## src/lssr_pkg.sv

```systemverilog
// Package for the search-and-remove stack: sizes, codes, command type.
// No dependencies; every other file of the block imports it.
`default_nettype none

package lssr_pkg;

  localparam int DEPTH     = 16;
  localparam int WORD_BITS = 32;
  localparam int CNT_W     = $clog2(DEPTH + 1);
  localparam int IDX_W     = $clog2(DEPTH);

  localparam int KIND_W = 2;
  localparam int VAL_W  = 32;
  localparam int DATA_W = 32;
  localparam int POS_W  = 5;
  localparam int STAT_W = 2;
  localparam int FILL_W = 5;

  localparam int QUEUE_DEPTH = 2;
  localparam int QPTR_W      = $clog2(QUEUE_DEPTH);
  localparam int QCNT_W      = $clog2(QUEUE_DEPTH + 1);

  localparam logic [KIND_W-1:0] KIND_PUSH   = 2'd0;
  localparam logic [KIND_W-1:0] KIND_POP    = 2'd1;
  localparam logic [KIND_W-1:0] KIND_SEARCH = 2'd2;

  localparam logic [STAT_W-1:0] ST_OK       = 2'd0;
  localparam logic [STAT_W-1:0] ST_EMPTY    = 2'd1;
  localparam logic [STAT_W-1:0] ST_FULL     = 2'd2;
  localparam logic [STAT_W-1:0] ST_NOTFOUND = 2'd3;

  typedef enum logic [1:0] {
    OP_PUSH   = 2'd0,
    OP_POP    = 2'd1,
    OP_SEARCH = 2'd2,
    OP_IGNORE = 2'd3
  } op_t;

  typedef struct packed {
    op_t                  op;
    logic [WORD_BITS-1:0] word;
  } cmd_t;

endpackage

`default_nettype wire

```

## src/lssr_queue.sv

```systemverilog
// Short command queue between the front end and the stack engine.
// Depends on lssr_pkg.
`default_nettype none

module lssr_queue
  import lssr_pkg::*;
(
  input  wire logic clk,
  input  wire logic rst_n,
  input  wire logic wr_valid,
  output logic      wr_ready,
  input  wire cmd_t wr_cmd,
  output logic      rd_valid,
  input  wire logic rd_ready,
  output cmd_t      rd_cmd
);

  cmd_t              slot_r [QUEUE_DEPTH];
  logic [QPTR_W-1:0] wr_ptr_r, wr_ptr_nxt;
  logic [QPTR_W-1:0] rd_ptr_r, rd_ptr_nxt;
  logic [QCNT_W-1:0] cnt_r, cnt_nxt;
  logic              do_wr, do_rd;

  assign wr_ready = (cnt_r != QCNT_W'(QUEUE_DEPTH));
  assign rd_valid = (cnt_r != '0);
  assign rd_cmd   = slot_r[rd_ptr_r];
  assign do_wr    = wr_valid && wr_ready;
  assign do_rd    = rd_valid && rd_ready;

  always_comb begin
    wr_ptr_nxt = wr_ptr_r;
    rd_ptr_nxt = rd_ptr_r;
    cnt_nxt    = cnt_r;
    if (do_wr) begin
      wr_ptr_nxt = (wr_ptr_r == QPTR_W'(QUEUE_DEPTH - 1)) ? '0 : wr_ptr_r + QPTR_W'(1);
    end
    if (do_rd) begin
      rd_ptr_nxt = (rd_ptr_r == QPTR_W'(QUEUE_DEPTH - 1)) ? '0 : rd_ptr_r + QPTR_W'(1);
    end
    if (do_wr && !do_rd) cnt_nxt = cnt_r + QCNT_W'(1);
    if (!do_wr && do_rd) cnt_nxt = cnt_r - QCNT_W'(1);
  end

  always_ff @(posedge clk) begin
    if (!rst_n) begin
      wr_ptr_r <= '0;
      rd_ptr_r <= '0;
      cnt_r    <= '0;
    end else begin
      wr_ptr_r <= wr_ptr_nxt;
      rd_ptr_r <= rd_ptr_nxt;
      cnt_r    <= cnt_nxt;
    end
  end

  always_ff @(posedge clk) begin
    if (do_wr) slot_r[wr_ptr_r] <= wr_cmd;
  end

endmodule

`default_nettype wire

```

## config.mk

```make
export PLATFORM = sky130hd
export DESIGN_NAME = lssr_queue
export DESIGN_NICKNAME = d
export VERILOG_FILES = /design/src/lssr_pkg.sv /design/src/lssr_queue.sv
export SDC_FILE = /design/constraint.sdc
export NUM_CORES = 1
export LEC_CHECK = 0
export BUFFER_PORTS_ARGS = -buffer_cell sky130_fd_sc_hd__buf_4
export CAP_MARGIN = 5
export CORE_MARGIN = 4
export CORE_UTILIZATION = 43
export CTS_CLUSTER_SIZE = 10
export DETAILED_ROUTE_END_ITERATION = 6
export PLACE_DENSITY = 0.7
export SLEW_MARGIN = 15
export SYNTH_ARGS = -nofsm -noshare
export SYNTH_HDL_FRONTEND = slang
export SYNTH_SLANG_ARGS = --single-unit
export TNS_END_PERCENT = 10
```

## constraint.sdc

```tcl
create_clock -name clk -period 2.1 [get_ports clk]
set_input_delay 0.21 -clock clk [delete_from_list [all_inputs] [get_ports clk]]
set_output_delay 0.21 -clock clk [all_outputs]
set_load 0.03 [all_outputs]
```

==> reports/results.txt <==
Status: completed
Clock buffer depth: 2
Via count: 1387
Async set-reset flop share out of synthesis: 0%
First-pass GRT wire length: 7.148 mm
HP Class: primary input to flop
Initial antenna violation count: 0
Crit Path Class: flop to output port
Final ANT Viol Nets: 0
Placed insts: 279
Most used DFF post-synth: edfxtp_1
Sink Count: 73
Reg2reg end: cnt_r[1]
Initial Util: 44.74%
Reg area: 2142 um2
Synth area leader: edfxtp_1
Worst VDD drop: 0.7219 mV
Vias per cell: 4.702
Fin crit share: 79.73%
Drt total wl: 4.572 mm
Area contributors post-synth: edfxtp_1, mux2_2, dfxtp_1, xnor2_1, buf_2
Synthesized area: 2680 um2
Syn Area/Cell: 20.62 um2
Synth top cells by count: edfxtp_1, mux2_2, dfxtp_1
Final setup violation count: 0
Core area: 5991 um2
Slowest CP cell: dfxtp_1
Post-layout min period: 1.674 ns
Rows: 28
Cells after synthesis: 130
Grt ovf: 0
Die Ht: 86.95 um
Vias in the first global route: 1482
Power Density: 1274 nW/um2
DIE WIDTH: 86.95 um
Worst hold start: wr_cmd[30]
Ys Warns: 0
Unrepaired setup endpoints after global routing: false
CP peak stage delay: 0.36 ns
Final Hold Viols: 0
Full die area: 7559 um2
Syn_nets: 169
Post-synth top area share: 76.19%
Top-count cell post-synth: edfxtp_1
Pin count of the biggest net entering global routing: 35
Pins Over Slew Limit: 0
EDFF count, synth: 68
LEAKAGE: 1.322 nW
Post-cts hold buffer count: 0
Setup bufs post-CTS: 0
Hold Path Depth: 1
Sequential element share of the synthesized area: 79.93%
PortBufs: 73
Gr usage total: 12.85%
Area Overhead vs Synth: 31.23%
Final setup TNS: 0 ns
Count of state elements after synthesis: 73
CP Capture Type: output port
I/O Pins: 74
Drt first-iter violations: 64
1st-pass router iterations: 4
Crit start category: flop
Clock Root Buffer: clkbuf_8
Post-cts sizing count: 0
CTS clk-pin slew, worst paths: 0.08 ns
DRC: 0
CP Data Arrival Time: 1.46 ns
Nets: 254
Clk_lat worst skew: 0.33 ns
Worst r2r src: cnt_r[0]
Multi-input logic area: 515.5 um2
CP required: 1.89 ns
CTS tree: yes
Max-Cap Viols: 0
Ratio of cells with drive above 1 in the final layout: 59.09%
Routed wire per std cell: 15.50 um
RePlAce Congestion: 0.6665
Crit-path cells: buf_12, mux2_2, buf_4
R2R setup slack: 0.51 ns
Worst relative slew slack: 81.80%
Fmax: 597.2 MHz
Worst-Margin Slew: 0.2729 ns
R2R depth: 5
Number of buffers created by CTS: 9
Clock Skews: 0.01687 ns
DP HPWL: 3.082 mm
Critical path fanouts, max: 34
Fill cells: 476
CTS H-tree depth: 3
Yosys cell types: 20
Fin cells: 295
Hold EP: slot_r[0][30]
Inserted Diodes: 0
## per-layer routing
layer	global-route usage, %	vias up	routed length (um)	share of wire (%)
met2	22.02	39	2373	52
met1	14.17	670	1839	40
met3	3.784	8	262	5.7
met5	0	-	0	0
li1	-	670	-	-
met4	7.224	0	97	2.1
## logic make-up after synthesis
logic type	after synthesis	synth area share (%)
buf+inv	5	0.8869
fa+ha+maj	1	0.4668
xor+xnor	3	0.9806
simple gates	9	2.055
flops	73	79.93
compound gates	5	1.401
mux	34	14.29
## how the worst max path moves through the flow
stage,startpoint,end,slack [ns],depth (start not counted)
after floorplan,cnt_r[0],slot_r[1][0],0.00009,2
after global placement,cnt_r[0],cnt_r[1],0.58,5
after detailed placement,cnt_r[0],cnt_r[1],0.51,5
after CTS,flop,rd_cmd[17],0.40,3
after global routing,flop,rd_cmd[8],0.36,3
final,flop,rd_cmd[17],0.43,3
## critical path: cells and delay by family (launching register included)
kind / cells / cell delay, ns
flops: 1 / 0.36
buf+inv: 2 / 0.39
mux: 1 / 0.36
## placed cells by master (no fill, tap or decap), drive strengths merged, types with 2 or more instances in the layout
cell	n
clkinv	5
mux2	34
dfxtp	5
buf	78
nor2b	2
edfxtp	68
xnor2	3
clkbuf	10
a21boi	2
## power breakdown
| group | leakage (nW) | switching (mW) | total, mW | internal, mW |
|---|---|---|---|---|
| logic | 0.559 | 0.953 | 1.67 | 0.715 |
| clock network | 0.0858 | 0.488 | 0.910 | 0.422 |
| registers | 0.677 | 0.0629 | 1.90 | 1.84 |
| total | 1.32 | 1.50 | 4.48 | 2.98 |
## registers in the layout (all words and copies together), names as in the netlist, named ones only
name,flops
rd_ptr_r,1
cnt_r,2
slot_r,68
wr_ptr_r,1
## cell type report
| class | instances | area share (%) |
|---|---|---|
| Tap cell | 75 | 2.668 |
| Inverter | 1 | 0.1067 |
| Clock buffer | 10 | 3.629 |
| Clock inverter | 6 | 1.032 |
| Timing Repair Buffer | 78 | 17.00 |
| Multi-Input combinational cell | 52 | 14.66 |
| Sequential cell | 73 | 60.90 |
## stage by stage
| step | setup WS (ns) | power (mW) | utilization, % | instance area (um2) | hold WS, ns |
|---|---|---|---|---|---|
| global placement | 0.5828 | 3.616 | 55.97 | 3353 | 0.3951 |
| global route | 0.3610 | 4.705 | 58.71 | 3517 | 0.02750 |
| detailed placement | 0.5136 | 3.630 | 55.97 | 3353 | 0.3984 |
| finish | 0.4256 | 4.480 | 58.71 | 3517 | 0.05370 |
| floorplan | 0.00008593 | 3.031 | - | 2680 | 0.3089 |
| CTS | 0.3968 | 4.547 | 58.71 | 3517 | 0.03877 |
Note: power is estimated with default switching activity, not from simulation.
